[src/sva_ram.sv]
// ----------------------------------------------------------------------------
// Generic single-port-write RAM
// One write port and one read port; the read data is registered.
// ----------------------------------------------------------------------------
`timescale 1ns / 1ps

module sva_ram #(
    parameter int WIDTH = 32,
    parameter int DEPTH = 128
) (
    input  logic                     i_clk,
    input  logic                     i_we,
    input  logic [$clog2(DEPTH)-1:0] i_waddr,
    input  logic [WIDTH-1:0]         i_wdata,
    input  logic [$clog2(DEPTH)-1:0] i_raddr,
    output logic [WIDTH-1:0]         o_rdata
);

    logic [WIDTH-1:0] r_mem [DEPTH];
    logic [WIDTH-1:0] r_rdata;

    always_ff @(posedge i_clk) begin
        if (i_we) begin
            r_mem[i_waddr] <= i_wdata;
        end
        r_rdata <= r_mem[i_raddr];
    end

    assign o_rdata = r_rdata;

endmodule

[config.mk]
export PLATFORM = sky130hd
export DESIGN_NAME = sva_ram
export DESIGN_NICKNAME = d
export VERILOG_FILES = /design/src/sva_ram.sv
export SDC_FILE = /design/constraint.sdc
export NUM_CORES = 2
export LEC_CHECK = 0
export BUFFER_PORTS_ARGS = -buffer_cell sky130_fd_sc_hd__clkbuf_2
export CORE_UTILIZATION = 30
export CTS_CLUSTER_DIAMETER = 150
export DETAILED_ROUTE_END_ITERATION = 7
export GPL_ROUTABILITY_DRIVEN = 1
export GPL_TIMING_DRIVEN = 0
export HOLD_SLACK_MARGIN = 0.08
export PLACE_DENSITY = 0.45
export SETUP_SLACK_MARGIN = 0.1
export SKIP_LAST_GASP = 1
export SYNTH_ARGS = -nofsm -noshare
export SYNTH_HDL_FRONTEND = slang
export SYNTH_SLANG_ARGS = --single-unit
[constraint.sdc]
create_clock -name i_clk -period 5.7 [get_ports i_clk]
set_clock_uncertainty 0.1 [all_clocks]
set_input_delay 1.14 -clock i_clk [delete_from_list [all_inputs] [get_ports i_clk]]
set_output_delay 1.14 -clock i_clk [all_outputs]
set_load 0.05 [all_outputs]
Word-level counts from Yosys, hierarchy flattened
Memories as Yosys holds them, arrays and structs flattened. A register that Yosys moved wholly into a read port is not among the register bits.
Index checks and enable logic that the tools add are counted.
W data, S select, Z words.
{"block": "word_totals", "register_bits": 0, "n_memories": 1, "inputBits": 48, "ramBits": 4096, "wordCells": 3}
{"block": "op_classes", "n_mux": 2}
{"name": "r_mem", "depth": 128, "width": 32, "rd": 1, "rd_ports_with_merged_regs": 1, "wr": 1, "line_no": "19", "text": "logic [WIDTH-1:0] r_mem [DEPTH];"}
{"op": "$mux W1", "n": 2}

Logic depth before layout (Yosys ltp)
{"block": "logic_depth", "word_depth": 2, "ltp_mapped": 8, "ltp_nobuf": 4}

Least setup slack after synthesis
OpenSTA, ideal clock, no wires.
{"block": "synth_timing", "path_kind": "input-to-reg", "start": "input port i_we", "end": "memory r_mem[98][0], enable pin", "path_stages": 3, "arrival_time_ns": 3.918, "path_slack_ns": 1.221, "n_path_buf": 1, "t_required_ns": 5.139, "cell_sequence": "clkbuf_1 > nand4_1 > nor3_1"}
{"block": "synth_via", "elab_chain_cells": 2}
{"element": "start, declared", "line_no": "12", "text": "input logic i_we,"}
{"element": "$mux W1", "line_no": "23", "text": "if (i_we) begin"}
{"element": "$mux W1 (implied by the code)", "line_no": "24", "text": "r_mem[i_waddr] <= i_wdata;"}
{"element": "end, declared", "line_no": "19"}
No other way between the ends.

==> metrics.yaml <==
outcome: "finished clean"
fmax_mhz: 206.9
grt_pass1_wl_um: 628000
drc: 0
overflow: 0
routed_wl_um: 464200
ys.flop_type: "edfxtp_1"
r2r_end: "o_rdata[17]"
hold_viol_final: 0
path_class: "input pin to flop"
power_density_nw_per_um2: 355.3
holdWs_ns: 0.2712
endpoint: "o_rdata[26]"
dp.final_hpwl_um: 320300
avgRoutedWirePerCell_um: 33.02
synth_nets: 6038
max_cap_violations: 0
async_flop_share_pct: 0
root_buffer: "clkbuf_16"
setup-violations-final: 0
wl_met2_um: 220700
yosysTopAreaCellShare_pct: 78.71
critical_path_required_ns: 6.46
htreeDepth: 5
cts_setup_buffers: 0
ir_worst_vdd_uv: 251.2
syn_inst: 5990
end_kind: "flop"
track_usage_pct: 17.49
ys_seq_area_share_pct: 79.12
route.met3.wl_um: 35920
r2r_setup_slack_ns: 2.73
yosys_warnings: 0
worst_pin_slew_ns: 1.466
synth_most_common_cell: "edfxtp_1"
layout_worst_path_cycle_share_pct: 84.79
post_synth_num_cell_types: 17
stdcell_count: 14060
drtAntennaViolNets: 0
cts.sinks: 4128
wl_met1_um: 196900
die_height_um: 723.8
synthTopCellsByArea: "edfxtp_1, mux4_2, clkbuf_1, dfxtp_1, nor2_1"
clk_latency_ns: 1.02
fin_total_pwr_w: 0.06576
worst_setup_path_start_kind: "input pin"
setup-tns-final_ns: 0
nNetsFinal: 6752
num_vias: 70740
io_pins: 80
yosysTopAreaCell: "edfxtp_1"
std_cell_rows: 264
ys_ff_latch: 4128
clk_pin_slew_ns: 0.06
place_inst: 13180
highest_layer: "met5"
die_x_um: 723.8
grt_pass1_vias: 72650
slew_headroom_pct: 2.274
initial_core_util_pct: 30.17
p_leak_nw: 55.78
gp_congestion: 0.8083
rsz0062_at_grt: "no"
netlist_area_um2: 156300
ctsHoldBuffers: 0
critPathMaxFanout: 10
synth_edf_count: 4096
dieArea_um2: 523800
startpoint: "i_raddr[2]"
drive_above_1_share_pct: 35.63
avgSynthCellArea_um2: 26.09
port_buffers: 68
drtPass1Iterations: 5
antenna_found_initial: 107
rr_worst_depth: 4
cts_tree: "yes"
hold_class: "input pin to flop"
yosys-top-cells-count: "edfxtp_1, mux4_2, clkbuf_1"
drtIter0Drc: 7879
grt_max_degree: 129
cts_buffer_depth: 4
coreArea_um2: 517900
period_needed_ns: 4.833
area_growth_pct: 18.44
r2r_start: "r_mem[118][17]"
avgViaCountPerCell: 5.032
drv_slew: 0
cts_made_buffers: 433
crit_arrival_ns: 5.59
cts-resized-gates: 0
critical path, cell delays in order:
cell and delay, ns:
clkbuf_1 0.24, buf_2 0.47, clkbuf_2 0.40, buf_12 0.22, buf_1 0.89, mux4_2 0.43, mux4_2 0.66, mux4_2 0.59
mux2_2 0.42
metal layers:
| layer | vias to the layer above | track usage (%) |
|---|---|---|
| li1 | 28030 | - |
| met1 | 39790 | 24.06 |
| met2 | 2370 | 28.17 |
| met3 | 517 | 4.284 |
| met4 | 38 | 3.857 |
| met5 | - | 0 |
how the worst min path moves through the flow:
stage | start | endpoint | slack [ns] | cells after the start
6_report | i_wdata[3] | r_mem[32][3] | 0.27 | 1
5_1_grt | i_wdata[3] | r_mem[32][3] | 0.22 | 1
4_1_cts | i_wdata[3] | r_mem[32][3] | 0.17 | 1
3_5_place_dp | r_mem[12][15] | o_rdata[15] | 1.14 | 4
3_3_place_gp | r_mem[8][16] | o_rdata[16] | 1.11 | 4
2_1_floorplan | r_mem[36][0] | o_rdata[0] | 0.97 | 4
placed cells by master, fill, tap and decap left out, types with 3 or more instances in the layout:
cell / count
buf_1: 44
buf_12: 115
buf_16: 56
buf_2: 85
buf_4: 6
buf_6: 33
buf_8: 5
bufinv_16: 46
clkbuf_1: 228
clkbuf_16: 445
clkbuf_2: 67
clkbuf_4: 10
clkbuf_8: 26
clkinv_1: 108
clkinv_2: 85
clkinv_8: 3
clkinvlp_4: 17
dfxtp_1: 32
diode_2: 75
edfxtp_1: 4096
inv_16: 9
mux2_2: 32
mux4_2: 1344
nand2_1: 14
nand3_1: 12
nand4_1: 3
nor2_1: 3
nor2_4: 119
nor2b_1: 7
nor3_2: 9
metrics by stage:
stage	util (%)	setup WS [ns]	cell area (um^2)
after global placement	31.91	-3.066	165300
after detailed placement	32.97	-0.2136	170700
after global routing	35.72	0.8714	185000
after floorplan	-	1.221	156300
after CTS	35.69	0.8878	184900
final	35.74	0.8671	185100
cells by family (layout without fill, tap and decap cells):
logic type,Yosys count,count (layout),share of synthesized area (%)
flip-flops,4128,4128,79.12
multiplexers,1376,1376,19.60
buffers and inverters,316,1394,0.8391
AND/OR/NAND/NOR,170,170,0.4460
other,0,75,0
final cells by class:
| class | instances | area (um^2) |
|---|---|---|
| clock inverters | 274 | 2661 |
| repair buffers | 279 | 4873 |
| diodes | 75 | 187.7 |
| clock buffers | 525 | 11460 |
| flip-flops and latches | 4128 | 123600 |
| fillers | 47310 | 332800 |
| multi-input cells | 1546 | 32260 |
| well taps | 6916 | 8653 |
| plain buffers | 316 | 1353 |
where the power goes:
part / total, W / internal [W] / switching, W / leakage, nW
registers: 0.0336 / 0.0335 / 0.0000379 / 37.1
logic: 0.00386 / 0.00131 / 0.00255 / 11.8
clock network: 0.0283 / 0.0164 / 0.0120 / 6.91
registers in the layout, summed over array words and instances (netlist names):
name and cells:
r_mem 4096, o_rdata 32
Power figures use the tool's default switching activity.
